**config.mk**
```make
export PLATFORM = sky130hd
export DESIGN_NAME = record_frame_parser
export DESIGN_NICKNAME = d
export VERILOG_FILES = /design/src/rtl/core/rfp_pkg.sv /design/src/rtl/core/rfp_parse.sv /design/src/rtl/core/rfp_queue.sv /design/src/rtl/core/record_frame_parser.sv
export SDC_FILE = /design/constraint.sdc
export NUM_CORES = 2
export LEC_CHECK = 0
export ABC_AREA = 1
export BUFFER_PORTS_ARGS = -buffer_cell sky130_fd_sc_hd__clkbuf_2
export CAP_MARGIN = 0
export CORE_MARGIN = 2
export CORE_UTILIZATION = 30
export CTS_CLUSTER_SIZE = 24
export DETAILED_ROUTE_END_ITERATION = 16
export PLACE_DENSITY = 0.48
export SLEW_MARGIN = 20
export SYNTH_ARGS = -nofsm -noshare
export SYNTH_HDL_FRONTEND = slang
export SYNTH_HIERARCHICAL = 1
export SYNTH_SLANG_ARGS = --single-unit
```
**constraint.sdc**
```tcl
create_clock -name i_clk -period 31.7 [get_ports i_clk]
set_clock_uncertainty 0.1 [all_clocks]
set_input_delay 0 -clock i_clk [delete_from_list [all_inputs] [get_ports i_clk]]
set_output_delay 0 -clock i_clk [all_outputs]
set_load 0.05 [all_outputs]
```
**src/rtl/core/rfp_pkg.sv**
```systemverilog
// rfp_pkg: shared types and constants for the record frame parser
// result item layout, status codes, output queue sizing and record limit
// no dependencies
`default_nettype none

package rfp_pkg;

    localparam int unsigned MAX_RECORDS = 32;
    localparam int unsigned QDEPTH      = 4;
    localparam int unsigned QAW         = $clog2(QDEPTH);
    localparam int unsigned QCW         = $clog2(QDEPTH + 1);

    localparam logic [2:0] ST_OK        = 3'd0;
    localparam logic [2:0] ST_EMPTY     = 3'd1;
    localparam logic [2:0] ST_TRUNC     = 3'd2;
    localparam logic [2:0] ST_BAD_LEN   = 3'd3;
    localparam logic [2:0] ST_SIZE_LOW  = 3'd4;
    localparam logic [2:0] ST_PARTIAL   = 3'd5;

    localparam logic KIND_RECORD = 1'b0;
    localparam logic KIND_FINAL  = 1'b1;

    typedef struct packed {
        logic        result_kind;
        logic [2:0]  status;
        logic [7:0]  frame_type;
        logic [31:0] frame_len;
        logic [31:0] header_word;
        logic [7:0]  rec_total;
        logic [7:0]  unknown_count;
        logic [32:0] used_bytes;
        logic [31:0] rec_size;
        logic [15:0] rec_code;
        logic [32:0] body_offset;
        logic        code_known;
    } t_result;

    // results produced by one accepted byte, record first
    typedef struct packed {
        logic    rec_vld;
        logic    fin_vld;
        t_result rec;
        t_result fin;
    } t_push;

    function automatic logic code_is_known(input logic [15:0] code);
        return ((code >= 16'd2) && (code <= 16'd10)) || (code == 16'd15);
    endfunction

endpackage

`default_nettype wire

```
**src/rtl/core/rfp_parse.sv**
```systemverilog
// rfp_parse: byte-serial frame parser state and result formation
// depends on rfp_pkg
`default_nettype none

module rfp_parse (
    input  wire logic          i_clk,
    input  wire logic          i_rst_n,
    input  wire logic          i_accept,
    input  wire logic [7:0]    i_data_byte,
    input  wire logic          i_has_byte,
    input  wire logic          i_last_byte,
    output rfp_pkg::t_push     o_push
);
    import rfp_pkg::*;

    typedef enum logic [2:0] {
        PH_TYPE, PH_LEN, PH_HDR, PH_SIZE, PH_CODE, PH_BODY, PH_DONE
    } t_phase;

    t_phase      r_phase, n_phase;
    logic [32:0] r_pos, n_pos;
    logic [7:0]  r_type, n_type;
    logic [31:0] r_len, n_len;
    logic [31:0] r_hdr, n_hdr;
    logic [31:0] r_acc, n_acc;
    logic [1:0]  r_cnt, n_cnt;
    logic [15:0] r_code, n_code;
    logic        r_code_first, n_code_first;
    logic [32:0] r_nrs, n_nrs;
    logic [7:0]  r_records, n_records;
    logic [7:0]  r_unknown, n_unknown;
    logic [2:0]  r_held, n_held;

    logic [33:0] pos_inc;
    logic [33:0] frame_end;
    logic [31:0] acc_shift;
    logic [33:0] size_end;
    logic [15:0] code_full;
    logic        known;
    logic [7:0]  rec_inc;
    logic [33:0] start_p;
    logic [7:0]  start_recs;
    logic        start_ok;
    logic [33:0] fin_end;
    t_push       push;

    always_comb begin
        pos_inc    = {1'b0, r_pos} + 34'd1;
        frame_end  = {2'b00, r_len} + 34'd5;
        acc_shift  = {r_acc[23:0], i_data_byte};
        size_end   = pos_inc + {2'b00, acc_shift};
        code_full  = {r_code[7:0], i_data_byte};
        known      = code_is_known(code_full);
        rec_inc    = r_records + 8'd1;
        // next record starts at p only if six more bytes fit: p+6 <= 5+L
        start_p    = (r_phase == PH_HDR) ? 34'd9 : pos_inc;
        start_recs = (r_phase == PH_CODE) ? rec_inc : r_records;
        start_ok   = (start_p < {2'b00, r_len}) && (start_recs < 8'(MAX_RECORDS));

        n_phase      = r_phase;
        n_pos        = r_pos;
        n_type       = r_type;
        n_len        = r_len;
        n_hdr        = r_hdr;
        n_acc        = r_acc;
        n_cnt        = r_cnt;
        n_code       = r_code;
        n_code_first = r_code_first;
        n_nrs        = r_nrs;
        n_records    = r_records;
        n_unknown    = r_unknown;
        n_held       = r_held;

        push     = '0;

        if (i_has_byte) begin
            unique case (r_phase)
                PH_TYPE: begin
                    n_type  = i_data_byte;
                    n_acc   = '0;
                    n_cnt   = '0;
                    n_phase = PH_LEN;
                end
                PH_LEN: begin
                    n_acc = acc_shift;
                    n_cnt = r_cnt + 2'd1;
                    if (r_cnt == 2'd3) begin
                        n_len   = acc_shift;
                        n_acc   = '0;
                        n_phase = (acc_shift < 32'd4) ? PH_DONE : PH_HDR;
                    end
                end
                PH_HDR: begin
                    n_acc = acc_shift;
                    n_cnt = r_cnt + 2'd1;
                    if (r_cnt == 2'd3) begin
                        n_hdr = acc_shift;
                        if (start_ok) begin
                            n_nrs   = start_p[32:0];
                            n_acc   = '0;
                            n_phase = PH_SIZE;
                        end else begin
                            n_phase = PH_DONE;
                        end
                    end
                end
                PH_SIZE: begin
                    n_acc = acc_shift;
                    n_cnt = r_cnt + 2'd1;
                    if (r_cnt == 2'd3) begin
                        if (acc_shift < 32'd2) begin
                            n_held  = ST_SIZE_LOW;
                            n_phase = PH_DONE;
                        end else if (size_end > frame_end) begin
                            n_held  = ST_PARTIAL;
                            n_phase = PH_DONE;
                        end else begin
                            n_nrs        = size_end[32:0];
                            n_code       = '0;
                            n_code_first = 1'b1;
                            n_phase      = PH_CODE;
                        end
                    end
                end
                PH_CODE: begin
                    if (r_code_first) begin
                        n_code       = {8'h00, i_data_byte};
                        n_code_first = 1'b0;
                    end else begin
                        n_code    = code_full;
                        n_records = rec_inc;
                        if (!known) begin
                            n_unknown = r_unknown + 8'd1;
                        end
                        push.rec_vld          = 1'b1;
                        push.rec.result_kind  = KIND_RECORD;
                        push.rec.rec_size     = r_acc;
                        push.rec.rec_code     = code_full;
                        push.rec.body_offset  = pos_inc[32:0];
                        push.rec.code_known   = known;
                        // empty body: the next record begins right away
                        if ({1'b0, r_nrs} == pos_inc) begin
                            if (start_ok) begin
                                n_nrs   = start_p[32:0];
                                n_acc   = '0;
                                n_cnt   = '0;
                                n_phase = PH_SIZE;
                            end else begin
                                n_phase = PH_DONE;
                            end
                        end else begin
                            n_phase = PH_BODY;
                        end
                    end
                end
                PH_BODY: begin
                    if ({1'b0, r_nrs} == pos_inc) begin
                        if (start_ok) begin
                            n_nrs   = start_p[32:0];
                            n_acc   = '0;
                            n_cnt   = '0;
                            n_phase = PH_SIZE;
                        end else begin
                            n_phase = PH_DONE;
                        end
                    end
                end
                PH_DONE: begin
                end
                default: begin
                    n_phase = PH_DONE;
                end
            endcase
            // position saturates at all ones
            if (r_pos != '1) begin
                n_pos = pos_inc[32:0];
            end
        end

        fin_end = {2'b00, n_len} + 34'd5;
        if (i_last_byte) begin
            push.fin_vld          = 1'b1;
            push.fin.result_kind  = KIND_FINAL;
            if (n_pos == '0) begin
                push.fin.status = ST_EMPTY;
            end else if (n_pos < 33'd5) begin
                push.fin.status = ST_TRUNC;
            end else begin
                push.fin.frame_type = n_type;
                push.fin.frame_len  = n_len;
                if (fin_end > {1'b0, n_pos}) begin
                    push.fin.status = ST_BAD_LEN;
                end else if (n_len < 32'd4) begin
                    push.fin.status = ST_TRUNC;
                end else begin
                    push.fin.status        = n_held;
                    push.fin.header_word   = n_hdr;
                    push.fin.rec_total     = n_records;
                    push.fin.unknown_count = n_unknown;
                    push.fin.used_bytes    =
                        (n_held == ST_OK) ? fin_end[32:0] : 33'd0;
                end
            end
            // frame ends: back to the reset state
            n_phase      = PH_TYPE;
            n_pos        = '0;
            n_type       = '0;
            n_len        = '0;
            n_hdr        = '0;
            n_acc        = '0;
            n_cnt        = '0;
            n_code       = '0;
            n_code_first = 1'b0;
            n_nrs        = '0;
            n_records    = '0;
            n_unknown    = '0;
            n_held       = ST_OK;
        end

        o_push         = push;
        o_push.rec_vld = push.rec_vld & i_accept;
        o_push.fin_vld = push.fin_vld & i_accept;
    end

    always_ff @(posedge i_clk) begin
        if (!i_rst_n) begin
            r_phase      <= PH_TYPE;
            r_pos        <= '0;
            r_type       <= '0;
            r_len        <= '0;
            r_hdr        <= '0;
            r_acc        <= '0;
            r_cnt        <= '0;
            r_code       <= '0;
            r_code_first <= 1'b0;
            r_nrs        <= '0;
            r_records    <= '0;
            r_unknown    <= '0;
            r_held       <= ST_OK;
        end else if (i_accept) begin
            r_phase      <= n_phase;
            r_pos        <= n_pos;
            r_type       <= n_type;
            r_len        <= n_len;
            r_hdr        <= n_hdr;
            r_acc        <= n_acc;
            r_cnt        <= n_cnt;
            r_code       <= n_code;
            r_code_first <= n_code_first;
            r_nrs        <= n_nrs;
            r_records    <= n_records;
            r_unknown    <= n_unknown;
            r_held       <= n_held;
        end
    end

endmodule

`default_nettype wire

```
**src/rtl/core/rfp_queue.sv**
```systemverilog
// rfp_queue: small result queue, takes up to two results per cycle, gives one
// depends on rfp_pkg
`default_nettype none

module rfp_queue (
    input  wire logic              i_clk,
    input  wire logic              i_rst_n,
    input  wire rfp_pkg::t_push    i_push,
    output logic                   o_room,
    output logic                   o_out_valid,
    input  wire logic              i_out_ready,
    output rfp_pkg::t_result       o_head
);
    import rfp_pkg::*;

    t_result           r_mem [QDEPTH];
    logic [QAW-1:0]    r_head, n_head;
    logic [QAW-1:0]    r_tail, n_tail;
    logic [QCW-1:0]    r_count, n_count;

    logic              wr0, wr1, pop;
    t_result           d0;

    always_comb begin
        wr0 = i_push.rec_vld | i_push.fin_vld;
        wr1 = i_push.rec_vld & i_push.fin_vld;
        d0  = i_push.rec_vld ? i_push.rec : i_push.fin;
        pop = (r_count != '0) & i_out_ready;

        n_head  = pop ? r_head + QAW'(1) : r_head;
        n_tail  = r_tail + QAW'(wr0) + QAW'(wr1);
        n_count = r_count + QCW'(wr0) + QCW'(wr1) - QCW'(pop);

        // room for the worst case of two results from one byte
        o_room      = (r_count <= QCW'(QDEPTH - 2));
        o_out_valid = (r_count != '0);
        o_head      = r_mem[r_head];
    end

    always_ff @(posedge i_clk) begin
        if (wr0) begin
            r_mem[r_tail] <= d0;
        end
        if (wr1) begin
            r_mem[r_tail + QAW'(1)] <= i_push.fin;
        end
    end

    always_ff @(posedge i_clk) begin
        if (!i_rst_n) begin
            r_head  <= '0;
            r_tail  <= '0;
            r_count <= '0;
        end else begin
            r_head  <= n_head;
            r_tail  <= n_tail;
            r_count <= n_count;
        end
    end

endmodule

`default_nettype wire

```
**src/rtl/core/record_frame_parser.sv**
```systemverilog
// record_frame_parser: top level, byte-serial frame parser with result queue
// depends on rfp_pkg, rfp_parse, rfp_queue
`default_nettype none

// Takes one frame byte per transfer and can accept a byte every cycle. A frame
// is a type byte, a big-endian 32-bit payload length, a 32-bit header word and
// records (32-bit size, 16-bit event code, body). A record result goes out when
// a record's second code byte arrives; a final result follows the transfer
// marked last, after which the parser is back in its reset state. Each byte is
// handled in the cycle it is taken and its results land in a four-entry queue
// the same cycle, so a result can be taken in the cycle after its byte. Input
// ready stays high while the queue has room for two results, so with the
// output side taking a result per cycle the block runs at one byte per cycle.

module record_frame_parser (
    input  wire logic        i_clk,
    input  wire logic        i_rst_n,

    input  wire logic        i_in_valid,
    output logic             o_in_ready,
    input  wire logic [7:0]  i_data_byte,
    input  wire logic        i_has_byte,
    input  wire logic        i_last_byte,

    output logic             o_out_valid,
    input  wire logic        i_out_ready,
    output logic             o_result_kind,
    output logic [2:0]       o_status,
    output logic [7:0]       o_frame_type,
    output logic [31:0]      o_frame_len,
    output logic [31:0]      o_header_word,
    output logic [7:0]       o_rec_total,
    output logic [7:0]       o_unknown_count,
    output logic [32:0]      o_used_bytes,
    output logic [31:0]      o_rec_size,
    output logic [15:0]      o_rec_code,
    output logic [32:0]      o_body_offset,
    output logic             o_code_known
);
    import rfp_pkg::*;

    logic    room;
    logic    accept;
    t_push   push;
    t_result head;

    assign o_in_ready = room;
    assign accept     = i_in_valid & room;

    rfp_parse u_parse (
        .i_clk       (i_clk),
        .i_rst_n     (i_rst_n),
        .i_accept    (accept),
        .i_data_byte (i_data_byte),
        .i_has_byte  (i_has_byte),
        .i_last_byte (i_last_byte),
        .o_push      (push)
    );

    rfp_queue u_queue (
        .i_clk       (i_clk),
        .i_rst_n     (i_rst_n),
        .i_push      (push),
        .o_room      (room),
        .o_out_valid (o_out_valid),
        .i_out_ready (i_out_ready),
        .o_head      (head)
    );

    assign o_result_kind    = head.result_kind;
    assign o_status         = head.status;
    assign o_frame_type     = head.frame_type;
    assign o_frame_len      = head.frame_len;
    assign o_header_word    = head.header_word;
    assign o_rec_total      = head.rec_total;
    assign o_unknown_count  = head.unknown_count;
    assign o_used_bytes     = head.used_bytes;
    assign o_rec_size       = head.rec_size;
    assign o_rec_code       = head.rec_code;
    assign o_body_offset    = head.body_offset;
    assign o_code_known     = head.code_known;

endmodule

`default_nettype wire
```
Word-level counts from Yosys, hierarchy flattened --
Memories as Yosys holds them, arrays and structs flattened. A register that Yosys moved wholly into a read port is not among the register bits. Index checks and enable logic that the tools add are counted.
Cells by class: add/subtract/negate cells 14, multiply operators 0, div/mod/pow operators 0, order comparisons 11, equal/unequal tests 18, shift operators 0, mux-type cells 105, bitwise gates (word level) 6, reductions and logical operators 18
Operators by type and width (count):
- two-way mux 32 bit | 16
- two-way mux 33 bit | 13
- two-way mux 82 bit | 3
- two-way mux 121 bit | 2
- two-way mux 207 bit | 1
- one-hot mux 32 bit (6 select lines) | 1
- two-way mux 81 bit | 2
- two-way mux 8 bit | 18
- one-hot mux 33 bit (4 select lines) | 1
- two-way mux 125 bit | 1
- adder 32 x 3 -> 33 bit, second input constant | 2
- less-than comparator 32 x 3 -> 1 bit, second input constant | 2
- two-way mux 3 bit | 21
- adder 33 x 1 -> 34 bit, second input constant | 1
- adder 34 x 32 -> 34 bit | 1
- equality test 33 x 34 -> 1 bit | 1
- greater-than comparator 34 x 33 -> 1 bit | 1
- greater-than comparator 34 bit | 1
- less-than comparator 34 x 32 -> 1 bit | 1
- two-way mux 34 bit | 1
- logical NOT 33 bit | 1
- less-than comparator 33 x 3 -> 1 bit, second input constant | 1
- != test 33 bit, second input constant | 1
- less-than comparator 32 x 2 -> 1 bit, second input constant | 1
- 36 further kinds | 78
Word-level totals: flip-flop bits (word level) 210, latch bits 0, memory bits (writable) 828, ROM bits 0, bits of input ports 14, word-level logic and storage cells 189, memories kept 1
Memory list:
- u_queue.r_mem | words 4, width 207, read ports 1, clocked after memory_dff 1, write ports 2, RTL line rfp_queue.sv:16 | t_result r_mem [QDEPTH];

Depth between registers and ports, before layout --
depth in word-level cells 16, gate-level depth with buffers 42

Cells and area by module --
Netlist, hierarchy kept.
By module, submodules not included:
- rfp_queue | times used 1, cells an instance 4571, area an instance 41823.9 µm², seq. area each 25044.0 µm²
- rfp_parse | times used 1, cells an instance 3563, area an instance 21147.8 µm², seq. area each 4063.9 µm²
- record_frame_parser | times used 1, cells an instance 2, area an instance 7.5 µm², seq. area each 0.0 µm²

Worst setup path before layout --
OpenSTA, ideal clock, no wires.
path kind reg2reg, from register u_parse.r_phase[0], to memory u_queue/r_mem[3][0] in the netlist's numbering, enable pin, arrival 17725 ps, required time 30523 ps, setup slack 12798 ps, stages on the path, launching flop included 16, buffers on the path 6, clock period less this slack 18902 ps, cells stage by stage dfxtp_1 > nor2_1 > inv_1 > nor2_1 > inv_1 > nor3_1 > clkbuf_1 > inv_1 > clkbuf_1 > clkbuf_1 > nor2_1 > buf_4 > buf_4 > buf_2 > nor2_1 > o31ai_1
RTL lines:
- start: declaration | RTL line rfp_parse.sv:20 | t_phase r_phase, n_phase;
- start signal: assignment | RTL line rfp_parse.sv:241 | r_phase <= n_phase;
- end: declaration | RTL line rfp_queue.sv:16

==> impl_metrics.env <==
export IMPL_clock_latency_ns=0.79
export IMPL_status="complete, no violations"
export IMPL_reg2reg_slack_ns=23.82
export IMPL_gp_congestion=0.956
export IMPL_p_per_area_nw_per_um2=63.5
export IMPL_yosysUniqueCellTypes=60
export IMPL_synth_area_leader_cell="edfxtp_1"
export IMPL_worstRegToRegCells=31
export IMPL_syn_cell_area_sq_um=63000
export IMPL_synthCells=8136
export IMPL_die_area_sq_um=214000
export IMPL_vias=55200
export IMPL_fillerInstances=22100
export IMPL_synth_yosys_seq_area_share_pct=46.2
export IMPL_peakVddDrop_mv=0.0531
export IMPL_hp_class="in -> reg"
export IMPL_final_util_pct=33.2
export IMPL_dr_first_iter_drc_count=4948
export IMPL_worstMarginPinSlew_ns=1.13
export IMPL_r2r_start="u_parse/r_cnt[0]"
export IMPL_avgSynthCellArea_sq_um=7.74
export IMPL_instances_no_fill=11000
export IMPL_cp_start_kind="flop"
export IMPL_cp_end_kind="flop"
export IMPL_drtPass1Iterations=6
export IMPL_cts_max_level=3
export IMPL_numPortBuffers=222
export IMPL_power_share_clock_pct=31.1
export IMPL_grt_pass1_vias=50900
export IMPL_post_route_cells_drive_above_1_share_pct=7.59
export IMPL_layout_common_cells="1811 x nand2_1, 1503 x o21ai_0, 1059 x nor2_1, 828 x edfxtp_1, 719 x inv_1"
export IMPL_cts_reportedPaths_clkPinSlew_ns=0.06
export IMPL_fin_crit_sh_pct=24.8
export IMPL_rsz0062_at_grt="false"
export IMPL_clockRootBuffer="clkbuf_16"
export IMPL_placementRows=168
export IMPL_place_detailed_hpwl_um=155000
export IMPL_cpPeakStageDelay_ns=0.61
export IMPL_maxSlewViolCount=0
export IMPL_track_usage_pct=21.7
export IMPL_p_seq_share_pct=36.4
export IMPL_startpoint="u_parse/r_cnt[0]"
export IMPL_maxCapViolCount=0
export IMPL_r2r_end="u_queue/r_mem[2][94]"
export IMPL_numCtsBuffers=116
export IMPL_cts_tree="done"
export IMPL_cellLeakagePower_uw=0.0260
export IMPL_grt_pass1_wl_um=345000
export IMPL_power_switching_uw=1790
export IMPL_multi_input_area_sq_um=28100
export IMPL_nets=8269
export IMPL_yosys_most_used_dff="edfxtp_1"
export IMPL_p_sw_share_pct=40.6
export IMPL_antenna_found_initial=11
export IMPL_die_x_um=462
export IMPL_start_util_pct=30.1
export IMPL_regArea_sq_um=29100
export IMPL_criticalPathCategory="reg -> reg"
export IMPL_crit_arrival_ns=8.25
export IMPL_io_pins=223
export IMPL_min_from="i_data_byte[7]"
export IMPL_coreArea_sq_um=209000
export IMPL_areaGrowthSynthToFinish_pct=10.4
export IMPL_path_delay_family="simple AND/OR/NAND/NOR gates"
export IMPL_via_per_inst=5.01
export IMPL_drt_wirelength_per_cell_um=21.5
export IMPL_crit_cells=31
export IMPL_finalSetupTns_ns=0
export IMPL_grtUsageMet3_pct=2.73
export IMPL_synth_edf_count=828
export IMPL_synth_area_leaders="edfxtp_1 39%, o21ai_0 12%, nand2_1 11%, dfxtp_1 6.7%, nor2_1 6.3%"
export IMPL_overflow=0
export IMPL_slew_headroom_pct=24.5
export IMPL_post_cts_resized=0
export IMPL_crit_buf_inv=5
export IMPL_yosys_area_top_type_share_pct=39.5
export IMPL_max_freq_mhz=127
export IMPL_period_needed_ns=7.88
export IMPL_worst_hold_slack_ns=0.0487
export IMPL_power_share_combinational_pct=32.5
export IMPL_clock_sinks=1040
export IMPL_mostFrequentLayoutCell="nand2_1"
export IMPL_setup_ws_ns=23.82
export IMPL_critPathMaxFanout=64
export IMPL_use_met1_pct=28.8
export IMPL_dp_slack_ns=23.87
export IMPL_grt_start_max_net_pins=177
export IMPL_busiest_layer="met2"
export IMPL_setup_violations=0
export IMPL_crit_end="u_queue/r_mem[2][94]"
export IMPL_power_internal_uw=2620
export IMPL_drc_errors=0
export IMPL_synth_seq_cells=1040
export IMPL_crit_top_cell="nand2_1"
export IMPL_critPathRequiredTime_ns=32.07
export IMPL_async_flop_share_pct=0
export IMPL_hold_viol_final=0
export IMPL_ant_nets=0
export IMPL_use_met2_pct=36.1
export IMPL_drt_wl_total_um=237000
export IMPL_cts_max_path_buffers=3
export IMPL_cp_slowest_cell="nor3_1"
export IMPL_die_h_um=462
export IMPL_placed_cells=10800
export IMPL_yosysWarnings=6
-- sequential cells by signal, indices dropped and copies added (netlist names), named ones only --
register	cells
u_parse/r_unknown	8
u_parse/r_held	3
u_parse/r_acc	32
u_queue/r_head	2
u_parse/r_code_first	1
u_queue/r_tail	2
u_parse/r_hdr	32
u_parse/r_records	8
u_parse/r_type	8
u_parse/r_pos	33
u_parse/r_code	8
u_parse/r_len	32
u_parse/r_phase	3
u_queue/r_count	3
u_parse/r_nrs	33
u_queue/r_mem	828
u_parse/r_cnt	2
-- through the flow --
step                      power [uW]  area, sq um
after floorplan                 2630        63800
after global placement          3080        65600
after detailed placement        3080        65600
after CTS                       4460        69500
after global routing            4610        69500
final                           4410        69500
-- routing by layer --
metal | vias to the layer above | routed length (um)
met4 | 10 | 8140
met2 | 1602 | 111000
met1 | 26500 | 104000
met5 | - | 69
met3 | 292 | 13400
li1 | 26800 | -
-- worst register-to-register path, delay by kind of cell, from the launching register on --
kind / cells / cell delay [ns]
xor gates and xnor gates: 1 / 0.47
adders and majority gates: 2 / 0.65
buffers and inverters: 5 / 1.17
AOI/OAI and AO/OA: 7 / 0.94
DFF: 1 / 0.36
and+or+nand+nor: 16 / 3.91
-- area by class of cell --
type / count / share of cell area (%)
Timing Repair Buffer: 339 / 3.05
Tap cell: 2805 / 5.05
Sequential cell: 1040 / 41.9
Clock inverter: 58 / 0.817
Clock buffer: 162 / 4.68
Inverter: 740 / 4.03
Antenna cell: 3 / 0.0108
Multi-Input combinational cell: 5870 / 40.5
-- cell usage after synthesis (all sizes together), types with 4 or more instances --
| cell type | count |
|---|---|
| a21boi | 7 |
| a21o | 6 |
| a21oi | 186 |
| a22o | 15 |
| a2bb2oi | 5 |
| and3 | 4 |
| buf | 435 |
| clkbuf | 257 |
| dfxtp | 212 |
| edfxtp | 828 |
| fa | 4 |
| ha | 144 |
| inv | 737 |
| nand2 | 1833 |
| nand3 | 133 |
| nand3b | 22 |
| nand4 | 65 |
| nor2 | 1112 |
| nor3 | 51 |
| nor4 | 22 |
| o211ai | 5 |
| o21a | 12 |
| o21ai | 1628 |
| o21bai | 9 |
| o22ai | 279 |
| or2 | 7 |
| xnor2 | 10 |
| xor2 | 87 |
-- power by group through the flow --
stage	Combinational [uW]	Sequential (uW)	Clock, uW
finish	1430	1610	1370
floorplan	1010	1620	0
global route	1540	1610	1450
detailed placement	1440	1630	0
CTS	1450	1610	1410
global placement	1440	1630	0
-- repair_timing --
item,CTS,global route
endpoints found under the hold margin,160,0
hold buffers,12,0
buffers inserted,0,0
-- worst min-delay path by stage --
stage,to,cells after the start
3_3_place_gp,u_queue/r_head[0],3
3_5_place_dp,u_queue/r_head[0],3
4_1_cts,u_parse/r_acc[7],5
2_1_floorplan,u_queue/r_count[0],2
5_1_grt,u_parse/r_len[4],4
6_report,u_parse/r_acc[7],5
-- cell families after synthesis --
kind of cell	share of synthesized area, %
xor gates and xnor gates	1.35
adders and majority gates	2.99
AOI/OAI and AO/OA	18.1
other	0.00595
buffers and inverters	10.5
and+or+nand+nor	20.8
DFF	46.2
Note: power is estimated with default switching activity, not from simulation.
